## src/rtl/mpct_pkg.sv

```systemverilog
// shared types, field widths and header decode helpers for the mouse cursor tracker
package mpct_pkg;

    localparam int RX_W      = 8;
    localparam int OUT_W     = 12;
    localparam int RES_W     = 13;
    localparam int CFG_IDX_W = 2;
    localparam int DELTA_W   = 11;

    localparam logic [RES_W-1:0] WIDTH_RESET  = 13'd640;
    localparam logic [RES_W-1:0] HEIGHT_RESET = 13'd480;

    // header byte bit positions
    localparam int HDR_SYNC  = 3;
    localparam int HDR_XSIGN = 4;
    localparam int HDR_YSIGN = 5;
    localparam int HDR_XOVF  = 6;
    localparam int HDR_YOVF  = 7;

    localparam logic [DELTA_W-1:0] OVF_EXTRA = 11'd255;

    typedef enum logic [CFG_IDX_W-1:0] {
        REG_SCREEN_WIDTH  = 2'd0,
        REG_SCREEN_HEIGHT = 2'd1
    } t_cfg_reg;

    typedef enum logic [1:0] {
        BYTE_HDR = 2'd0,
        BYTE_X   = 2'd1,
        BYTE_Y   = 2'd2
    } t_byte_idx;

    // nine-bit two's complement delta, widened by 255 on overflow
    function automatic logic signed [DELTA_W-1:0] axis_delta(
        input logic [RX_W-1:0] data,
        input logic            neg,
        input logic            ovf
    );
        logic signed [DELTA_W-1:0] d;
        d = $signed({{(DELTA_W-RX_W-1){neg}}, neg, data});
        if (ovf) begin
            if (neg) begin
                d = d - $signed(OVF_EXTRA);
            end else begin
                d = d + $signed(OVF_EXTRA);
            end
        end
        return d;
    endfunction

endpackage

```

## src/rtl/mouse_packet_cursor_tracker_core.sv

```systemverilog
// top level: three-byte mouse packet decoder with clamped cursor position output
//
// usage:
//   slave stream (i_s_*) takes one received mouse byte per transfer. a packet is
//   a header byte (bit 3 set, else the byte is dropped while hunting for a header),
//   an x delta byte and a y delta byte. the third byte moves the cursor by +x and
//   -y (plus 255 in the delta's direction on overflow), clamps each axis to
//   0..min(res-1, CMAX) and produces one transfer on the master stream (o_m_*).
//   config channel (i_cfg_*) writes screen_width (index 0) and screen_height
//   (index 1); always ready, so the user must use it only while the block is idle.
// timing:
//   one byte per cycle while the output is not stalled. the position result is
//   registered and appears on o_m_tdata in the cycle after the third byte is
//   taken; the position update and clamp sit in a single combinational step
//   between the stream input and the position and output registers.
// reset:
//   synchronous, active low. cursor at 0,0, byte counter at header, resolution
//   640 x 480, output empty.
// stall:
//   the output register holds its result while i_m_tready is low; o_s_tready is
//   low only while that register is full and not being drained.
module mouse_packet_cursor_tracker_core #(
    parameter int COORD_BITS = 12
) (
    input  logic                            i_clk,
    input  logic                            i_rst_n,
    // slave stream: [7:0] rx_byte
    input  logic                            i_s_tvalid,
    output logic                            o_s_tready,
    input  logic [mpct_pkg::RX_W-1:0]       i_s_tdata,
    // master stream: [11:0] cursor_x, [23:12] cursor_y
    output logic                            o_m_tvalid,
    input  logic                            i_m_tready,
    output logic [2*mpct_pkg::OUT_W-1:0]    o_m_tdata,
    // config write channel
    input  logic                            i_cfg_valid,
    output logic                            o_cfg_ready,
    input  logic [mpct_pkg::CFG_IDX_W-1:0]  i_cfg_index,
    input  logic [mpct_pkg::RES_W-1:0]      i_cfg_data
);
    import mpct_pkg::*;

    localparam int SUM_W = COORD_BITS + 2;
    localparam int CMP_W = (SUM_W > RES_W) ? SUM_W : RES_W;
    localparam logic [CMP_W-1:0] CMAX = CMP_W'((64'd1 << COORD_BITS) - 64'd1);

    logic [RES_W-1:0]       r_width, r_height;
    t_byte_idx              r_idx, n_idx;
    logic [RX_W-1:0]        r_hdr, n_hdr;
    logic [RX_W-1:0]        r_xbyte, n_xbyte;
    logic [COORD_BITS-1:0]  r_pos_x, n_pos_x;
    logic [COORD_BITS-1:0]  r_pos_y, n_pos_y;
    logic                   r_out_valid, n_out_valid;
    logic [2*OUT_W-1:0]     r_out_data, n_out_data;

    logic                   w_in_xfer;
    logic                   w_out_xfer;
    logic signed [DELTA_W-1:0] w_dx, w_dy;
    logic signed [SUM_W-1:0]   w_sum_x, w_sum_y;
    logic [COORD_BITS-1:0]  w_new_x, w_new_y;

    function automatic logic [COORD_BITS-1:0] clamp_axis(
        input logic signed [SUM_W-1:0] v,
        input logic [RES_W-1:0]        res
    );
        logic [CMP_W-1:0] lim;
        logic [CMP_W-1:0] mag;
        logic [COORD_BITS-1:0] r;
        lim = (res == '0) ? '0 : CMP_W'(res - RES_W'(1));
        if (lim > CMAX) begin
            lim = CMAX;
        end
        mag = CMP_W'(unsigned'(v[SUM_W-2:0]));
        if (v[SUM_W-1]) begin
            r = '0;
        end else if (mag > lim) begin
            r = COORD_BITS'(lim);
        end else begin
            r = COORD_BITS'(mag);
        end
        return r;
    endfunction

    assign o_cfg_ready = 1'b1;
    assign o_s_tready  = !r_out_valid || i_m_tready;
    assign w_in_xfer   = i_s_tvalid && o_s_tready;
    assign w_out_xfer  = r_out_valid && i_m_tready;
    assign o_m_tvalid  = r_out_valid;
    assign o_m_tdata   = r_out_data;

    assign w_dx = axis_delta(r_xbyte, r_hdr[HDR_XSIGN], r_hdr[HDR_XOVF]);
    assign w_dy = axis_delta(i_s_tdata, r_hdr[HDR_YSIGN], r_hdr[HDR_YOVF]);

    assign w_sum_x = $signed(SUM_W'(r_pos_x)) + SUM_W'(w_dx);
    assign w_sum_y = $signed(SUM_W'(r_pos_y)) - SUM_W'(w_dy);

    assign w_new_x = clamp_axis(w_sum_x, r_width);
    assign w_new_y = clamp_axis(w_sum_y, r_height);

    always_comb begin
        n_idx       = r_idx;
        n_hdr       = r_hdr;
        n_xbyte     = r_xbyte;
        n_pos_x     = r_pos_x;
        n_pos_y     = r_pos_y;
        n_out_valid = r_out_valid && !w_out_xfer;
        n_out_data  = r_out_data;
        if (w_in_xfer) begin
            unique case (r_idx)
                BYTE_HDR: begin
                    // hunt for a header with the sync bit set
                    if (i_s_tdata[HDR_SYNC]) begin
                        n_hdr = i_s_tdata;
                        n_idx = BYTE_X;
                    end
                end
                BYTE_X: begin
                    n_xbyte = i_s_tdata;
                    n_idx   = BYTE_Y;
                end
                default: begin
                    n_pos_x     = w_new_x;
                    n_pos_y     = w_new_y;
                    n_idx       = BYTE_HDR;
                    n_out_valid = 1'b1;
                    n_out_data  = {OUT_W'(w_new_y), OUT_W'(w_new_x)};
                end
            endcase
        end
    end

    always_ff @(posedge i_clk) begin
        if (!i_rst_n) begin
            r_idx       <= BYTE_HDR;
            r_hdr       <= '0;
            r_xbyte     <= '0;
            r_pos_x     <= '0;
            r_pos_y     <= '0;
            r_out_valid <= 1'b0;
        end else begin
            r_idx       <= n_idx;
            r_hdr       <= n_hdr;
            r_xbyte     <= n_xbyte;
            r_pos_x     <= n_pos_x;
            r_pos_y     <= n_pos_y;
            r_out_valid <= n_out_valid;
        end
    end

    always_ff @(posedge i_clk) begin
        r_out_data <= n_out_data;
    end

    always_ff @(posedge i_clk) begin
        if (!i_rst_n) begin
            r_width  <= WIDTH_RESET;
            r_height <= HEIGHT_RESET;
        end else if (i_cfg_valid && o_cfg_ready) begin
            unique case (i_cfg_index)
                REG_SCREEN_WIDTH:  r_width  <= i_cfg_data;
                REG_SCREEN_HEIGHT: r_height <= i_cfg_data;
                default: ;
            endcase
        end
    end

endmodule
```

## config.mk

```make
export PLATFORM = sky130hd
export DESIGN_NAME = mouse_packet_cursor_tracker_core
export DESIGN_NICKNAME = d
export VERILOG_FILES = /design/src/rtl/mpct_pkg.sv /design/src/rtl/mouse_packet_cursor_tracker_core.sv
export SDC_FILE = /design/constraint.sdc
export NUM_CORES = 1
export LEC_CHECK = 0
export BUFFER_PORTS_ARGS = -buffer_cell sky130_fd_sc_hd__buf_2
export CAP_MARGIN = 20
export CORE_MARGIN = 2
export CORE_UTILIZATION = 55
export DETAILED_ROUTE_END_ITERATION = 7
export PLACE_DENSITY_LB_ADDON = 0.1
export SETUP_SLACK_MARGIN = 0.4
export SLEW_MARGIN = 30
export SYNTH_ARGS = -nofsm -noshare
export SYNTH_HDL_FRONTEND = slang
export SYNTH_SLANG_ARGS = --single-unit
```

## constraint.sdc

```tcl
create_clock -name i_clk -period 7.9 [get_ports i_clk]
set_input_delay 0.79 -clock i_clk [delete_from_list [all_inputs] [get_ports i_clk]]
set_output_delay 0.79 -clock i_clk [all_outputs]
set_load 0.03 [all_outputs]
```

# Yosys cells after proc, flatten, opt, wreduce, memory -nomap -nowiden
# Cells that the tools add are included.
# W data, S select, Z words.
[classes] n_mux=16 n_lt_le_gt_ge=4 n_bitwise=1 eq_ne=3 shifts=0 reduce_logical=17 n_div=0 addsub=8 mul=0
[op_table] cell="$mux W14" count=4
[op_table] cell="$mux W12" count=4
[op_table] cell="$mux W11" count=4
[op_table] cell="$gt A13 B14 Y1" count=2
[op_table] cell="$gt A14 B12 Y1 const B" count=2
[op_table] cell="$sub A13 B1 Y14 const B" count=2
[op_table] cell="$logic_not A13 Y1" count=2
[op_table] cell="$add A9 B9 Y10 const B" count=2
[op_table] cell="$sub A9 B9 Y10 const B" count=2
[op_table] cell="$add A13 B11 Y14" count=1
[op_table] cell="$sub A13 B11 Y14" count=1
[op_table] cell="$reduce_and A2 Y1" count=5
[op_table] cell="$eq A2 B1 Y1 const B" count=2
[op_table] cell="$logic_not A2 Y1" count=2
[op_table] cell="$pmux W2 S2" count=1
[op_table] cell="$logic_and A1 B1 Y1" count=3
[op_table] cell="$reduce_and A3 Y1" count=1
[op_table] cell="$logic_not A1 Y1" count=2
[op_table] cell="$mux W1" count=2
[op_table] cell="$mux W2" count=1
[op_table] cell="$ne A2 B2 Y1 const B" count=1
[op_table] cell="$reduce_or A2 Y1" count=1
[op_table] cell="$logic_or A1 B1 Y1" count=1
[op_table] cell="$not A1 Y1" count=1
[totals] mem_count=0 output_inout_bits=27 input_bits=28 regBits=93 rom_bits=0 mem_bits_rw=0 latchBits=0 elab_cells=58

# Logic depth before layout (Yosys ltp)
[depth] ltp_word=7 depth_mapped=24 depth_no_buf=22

# Worst setup path after synthesis
# OpenSTA, ideal clock, no wires.
[synth_path] kind="reg2reg" startpoint="register r_hdr[5]" endpoint="register r_out_data[14] (netlist: o_m_tdata[14]), data pin" required_ns=7.629 setup_ns=0.271 period_less_slack_ns=6.131 slack_ns=1.769 n_path_buf=2 arrival_time_ns=5.860 path_stages_with_launch=25 cell_sequence="dfxtp_1 clkbuf_1 inv_1 ha_1 a21o_1 a21oi_1 o21bai_1 a21oi_1 xnor2_1 mux2i_1 ha_1 and3_1 a2111oi_0 o21ai_0 a211oi_1 o31ai_1 xnor2_1 ha_1 nand3_1 or4_1 o21ai_0 o21a_1 clkbuf_1 mux2i_1 nor3_1"
[synth_via] elab_chain_cells=7 word_cells_on_any_way=8 classes_between="add/sub (3); order compare (1); mux (4)"
[synth_rtl] element="start, declared" line="mouse_packet_cursor_tracker_core.sv:49" rtl="logic [RX_W-1:0] r_hdr, n_hdr;"
[synth_rtl] element="start signal, assigned" line="mouse_packet_cursor_tracker_core.sv:142" rtl="r_hdr <= n_hdr;"
[synth_rtl] element="$add A9 B9 Y10 or $sub A9 B9 Y10 (tied branches)" line="mpct_pkg.sv:45, mpct_pkg.sv:43"
[synth_rtl] element="$mux W11" line="mpct_pkg.sv:42" rtl="if (neg) begin"
[synth_rtl] element="$mux W11 (*)" line="mpct_pkg.sv:41" rtl="if (ovf) begin"
[synth_rtl] element="$sub A13 B11 Y14 (*)" line="mouse_packet_cursor_tracker_core.sv:95" rtl="assign w_sum_y = $signed(SUM_W'(r_pos_y)) - SUM_W'(w_dy);"
[synth_rtl] element="$gt A13 B14 Y1" line="mouse_packet_cursor_tracker_core.sv:76" rtl="end else if (mag > lim) begin"
[synth_rtl] element="$mux W12" line="mouse_packet_cursor_tracker_core.sv:76"
[synth_rtl] element="$mux W12 (*)" line="mouse_packet_cursor_tracker_core.sv:74" rtl="if (v[SUM_W-1]) begin"
[synth_rtl] element="net w_new_y[2]" line="mouse_packet_cursor_tracker_core.sv:60" rtl="logic [COORD_BITS-1:0] w_new_x, w_new_y;"
[synth_rtl] element="end signal, assigned" line="mouse_packet_cursor_tracker_core.sv:151" rtl="r_out_data <= n_out_data;"
[synth_rtl] element="end, declared" line="mouse_packet_cursor_tracker_core.sv:54" rtl="logic [2*OUT_W-1:0] r_out_data, n_out_data;"
# The timed path passes the listed nets; every way through them passes the cells marked *.
# A chain may end at the register's enable or synchronous reset.

# Final worst setup path
[layout_path] startpoint="register r_hdr[5]" endpoint="register r_out_data[18] (netlist: o_m_tdata[18]), data pin"
# Same word-level chain as after synthesis.

==> impl_metrics.sql <==
INSERT INTO impl_metrics (metric_group, metric, value, unit) VALUES
('synth', 'ys.warnings.count', '0', ''),
('power_and_ir_drop', 'seq_power_share', '0.411', ''),
('sta', 'fin_hold_ws', '0.464', 'ns'),
('cts', 'clkLatencyLatePin', '0.36', 'ns'),
('cts', 'clk_pin_slew', '0.06', 'ns'),
('critical_path', 'timing.critical_path.cells', 'inv_1 -> fa_1 -> a21o_1 -> a21oi_1 -> o21bai_1 -> a21oi_1 -> xnor2_1 -> mux2i_1 -> ha_1 -> a2111o_1 -> o21ai_0 -> o21ai_0 -> xnor2_1 -> inv_1 -> ha_1 -> nand4_1 -> or4_1 -> o21ai_0 -> o21a_1 -> mux2i_1 -> nor3_1', ''),
('sta', 'timing_worst_slew_pin_value', '0.830', 'ns'),
('power_and_ir_drop', 'power.leakage', '0.00320', 'uW'),
('sta', 'worst_clock_skew', '0.00912', 'ns'),
('min_path', 'hold_path.class', 'flip-flop to flip-flop', ''),
('status', 'outcome', 'finished clean', ''),
('sta', 'final.setup.worst_slack', '1.46', 'ns'),
('synth', 'synth.distinct_cells', '73', ''),
('critical_path', 'worstSetupPathType', 'flip-flop to flip-flop', ''),
('die', 'die_width', '116', 'um'),
('synth', 'post-synth-top-area-cell', 'dfxtp_1', ''),
('die', 'die-height', '116', 'um'),
('critical_path', 'rr_worst_depth', '21', ''),
('critical_path', 'rr_startpoint', 'r_hdr[5]$_SDFFE_PN0P_', ''),
('sta', 'timing.final.setup_violations', '0', ''),
('synth', 'synth_most_common_cell', 'nand2_1', ''),
('synth', 'post-synth-top-area-fraction', '0.187', ''),
('power_and_ir_drop', 'combPwrFrac', '0.238', ''),
('grt', 'global_route.usage.total', '0.277', ''),
('place', 'port_buf_inserts', '53', ''),
('power_and_ir_drop', 'p_switching', '375', 'uW'),
('critical_path', 'worst_ep_arrival_time', '6.52', 'ns'),
('die', 'placementRows', '41', ''),
('critical_path', 'crit_slowest_cell', 'o21a_1', ''),
('final_layout', 'drive_gt1_frac', '0.111', ''),
('cts', 'cts.root.buffer_cell', 'clkbuf_16', ''),
('final_layout', 'design.final.nets', '996', ''),
('grt', 'grt_first_pass_wirelength', '29600', 'um'),
('power_and_ir_drop', 'irDropWorstVdd', '104', 'uV'),
('sta', 'fmax', '0.155', 'GHz'),
('flow_run', 'maxCapViolCount', '0', ''),
('critical_path', 'crit_fanout', '12', ''),
('sta', 'totalNegativeSetupSlack', '0', 'ns'),
('sta', 'unrepaired_setup_endpoints_after_global_routing', 'false', ''),
('synth', 'asyncSetResetFlopFracSynth', '0', ''),
('power_and_ir_drop', 'clock_power_share', '0.351', ''),
('cts', 'clock_path_buffers', '2', ''),
('place', 'worst_setup_timing_slack_at_the_placement_stage', '1.46', 'ns'),
('die', 'number_of_top_level_design_ports', '55', ''),
('critical_path', 'worst_setup_path_startpoint', 'r_hdr[5]$_SDFFE_PN0P_', ''),
('sta', 'hold_viol_final', '0', ''),
('synth', 'synthesis.instances', '854', ''),
('place', 'dp_hpwl', '13900', 'um'),
('cts', 'post_cts_resized', '0', ''),
('min_path', 'worstHoldStart', 'r_pos_x[3]$_SDFFE_PN0P_', ''),
('synth', 'synthesis.area', '6960', 'um2'),
('critical_path', 'cp_num_buf_inv', '2', ''),
('drt', 'drt-pass1-iter-count', '5', ''),
('sta', 'finalCriticalPeriod', '6.44', 'ns'),
('synth', 'post_synth_main_area_contributors', 'dfxtp_1, ha_1, edfxtp_1', ''),
('cts', 'clkSinkCount', '89', ''),
('drt', 'wl_per_cell', '16.7', 'um'),
('grt', 'grt_max_degree', '37', ''),
('grt', 'grt_antenna_before_repair', '0', ''),
('die', 'floorplan.initialDensity', '0.558', ''),
('critical_path', 'critPathCapture', 'o_m_tdata[18]$_DFFE_PP_', ''),
('power_and_ir_drop', 'pwr_density_cell', '157', 'nW/um2'),
('power_and_ir_drop', 'sw_frac_of_total', '0.312', ''),
('sta', 'period_share', '0.816', ''),
('synth', 'synthesis_stage_register_bit_count', '89', ''),
('power_and_ir_drop', 'cell_internal_pwr', '828', 'uW'),
('critical_path', 'worstReg2RegEnd', 'o_m_tdata[18]$_DFFE_PP_', ''),
('critical_path', 'register_to_register_path_setup_slack', '1.46', 'ns'),
('synth', 'synth_common_cells', 'nand2_1, a21oi_1, ha_1, dfxtp_1, inv_1', ''),
('sta', 'timing.slew.headroom', '0.444', ''),
('final_layout', 'finish.utilization', '0.614', '');
## layout by cell type (no fill, tap or decap), types with 11 or more instances in the layout
master / synthesis / final
a21oi_1: 70 / 69
buf_2: 1 / 53
dfxtp_1: 65 / 65
edfxtp_1: 24 / 24
ha_1: 70 / 70
inv_1: 54 / 54
mux2i_1: 29 / 29
nand2_1: 113 / 113
nand2b_1: 12 / 12
nand3_1: 35 / 35
nand4_1: 11 / 11
nor2_1: 43 / 42
nor3_1: 32 / 32
o21a_1: 11 / 11
o21ai_0: 46 / 46
xnor2_1: 28 / 28
## layer usage
metal  GRT usage  wire length, um  up-vias
met3      0.0337              779       28
met1       0.379             8380     3055
met5           0                0        -
met2       0.453             8360      189
li1            -                -     3190
met4       0.101              378        0
## flip-flops by register name (all words and copies together), names as in the netlist
register	cells
o_m_tvalid	1
r_pos_y	12
r_height	13
o_m_tdata	24
r_idx	2
r_pos_x	12
r_xbyte	8
r_width	13
r_hdr	4
## power by group through the flow
stage	combinational, uW	sequential (uW)	clock (uW)
2_1_floorplan	212	501	0
6_report	286	495	423
3_3_place_gp	272	504	0
3_5_place_dp	280	505	0
5_1_grt	320	496	443
4_1_cts	282	495	428
## kinds of logic (layout without fill, tap and decap cells)
logic type	after synthesis	count (layout)	synth area share
buffers and inverters	86	129	0.0485
XOR/XNOR	38	38	0.0478
multiplexers	35	35	0.0514
AND/OR/NAND/NOR	316	316	0.225
AO/OA/AOI/OAI	215	215	0.199
other	1	3	0.000539
flip-flops	89	89	0.290
adder cells (fa/ha/maj)	74	74	0.137
## tightest hold or removal path, cell delays in order, from the launching register on
cell	delay, ns
dfxtp_1	0.33
nand2_1	0.04
o21ai_0	0.06
## area by class of cell
cell class,instances,area (um2)
clock inverter,5,35.0
inverter,54,203
multi-input combinational,681,4610
tap,172,215
fill,1110,4810
timing repair buffer,59,310
clock buffer,11,254
sequential,89,2020
## stage by stage
stage | instances | instance area, um2 | power (uW)
6_report | 1071 | 7650 | 1200
5_1_grt | 1071 | 7650 | 1260
4_1_cts | 1071 | 7650 | 1200
3_5_place_dp | 1055 | 7360 | 785
3_3_place_gp | 1055 | 7360 | 776
2_1_floorplan | 856 | 6970 | 713
## worst min path at each step
stage                                          end  slack (ns)  cells past startpoint
final                      r_pos_x[3]$_SDFFE_PN0P_        0.46                      2
after global routing      r_pos_y[10]$_SDFFE_PN0P_        0.50                      2
after CTS                  r_pos_x[3]$_SDFFE_PN0P_        0.47                      2
after detailed placement   r_pos_x[3]$_SDFFE_PN0P_        0.45                      2
after global placement     r_pos_x[3]$_SDFFE_PN0P_        0.45                      2
after floorplan            r_pos_x[9]$_SDFFE_PN0P_        0.43                      2
No activity file was read; power rests on OpenSTA's default activity.
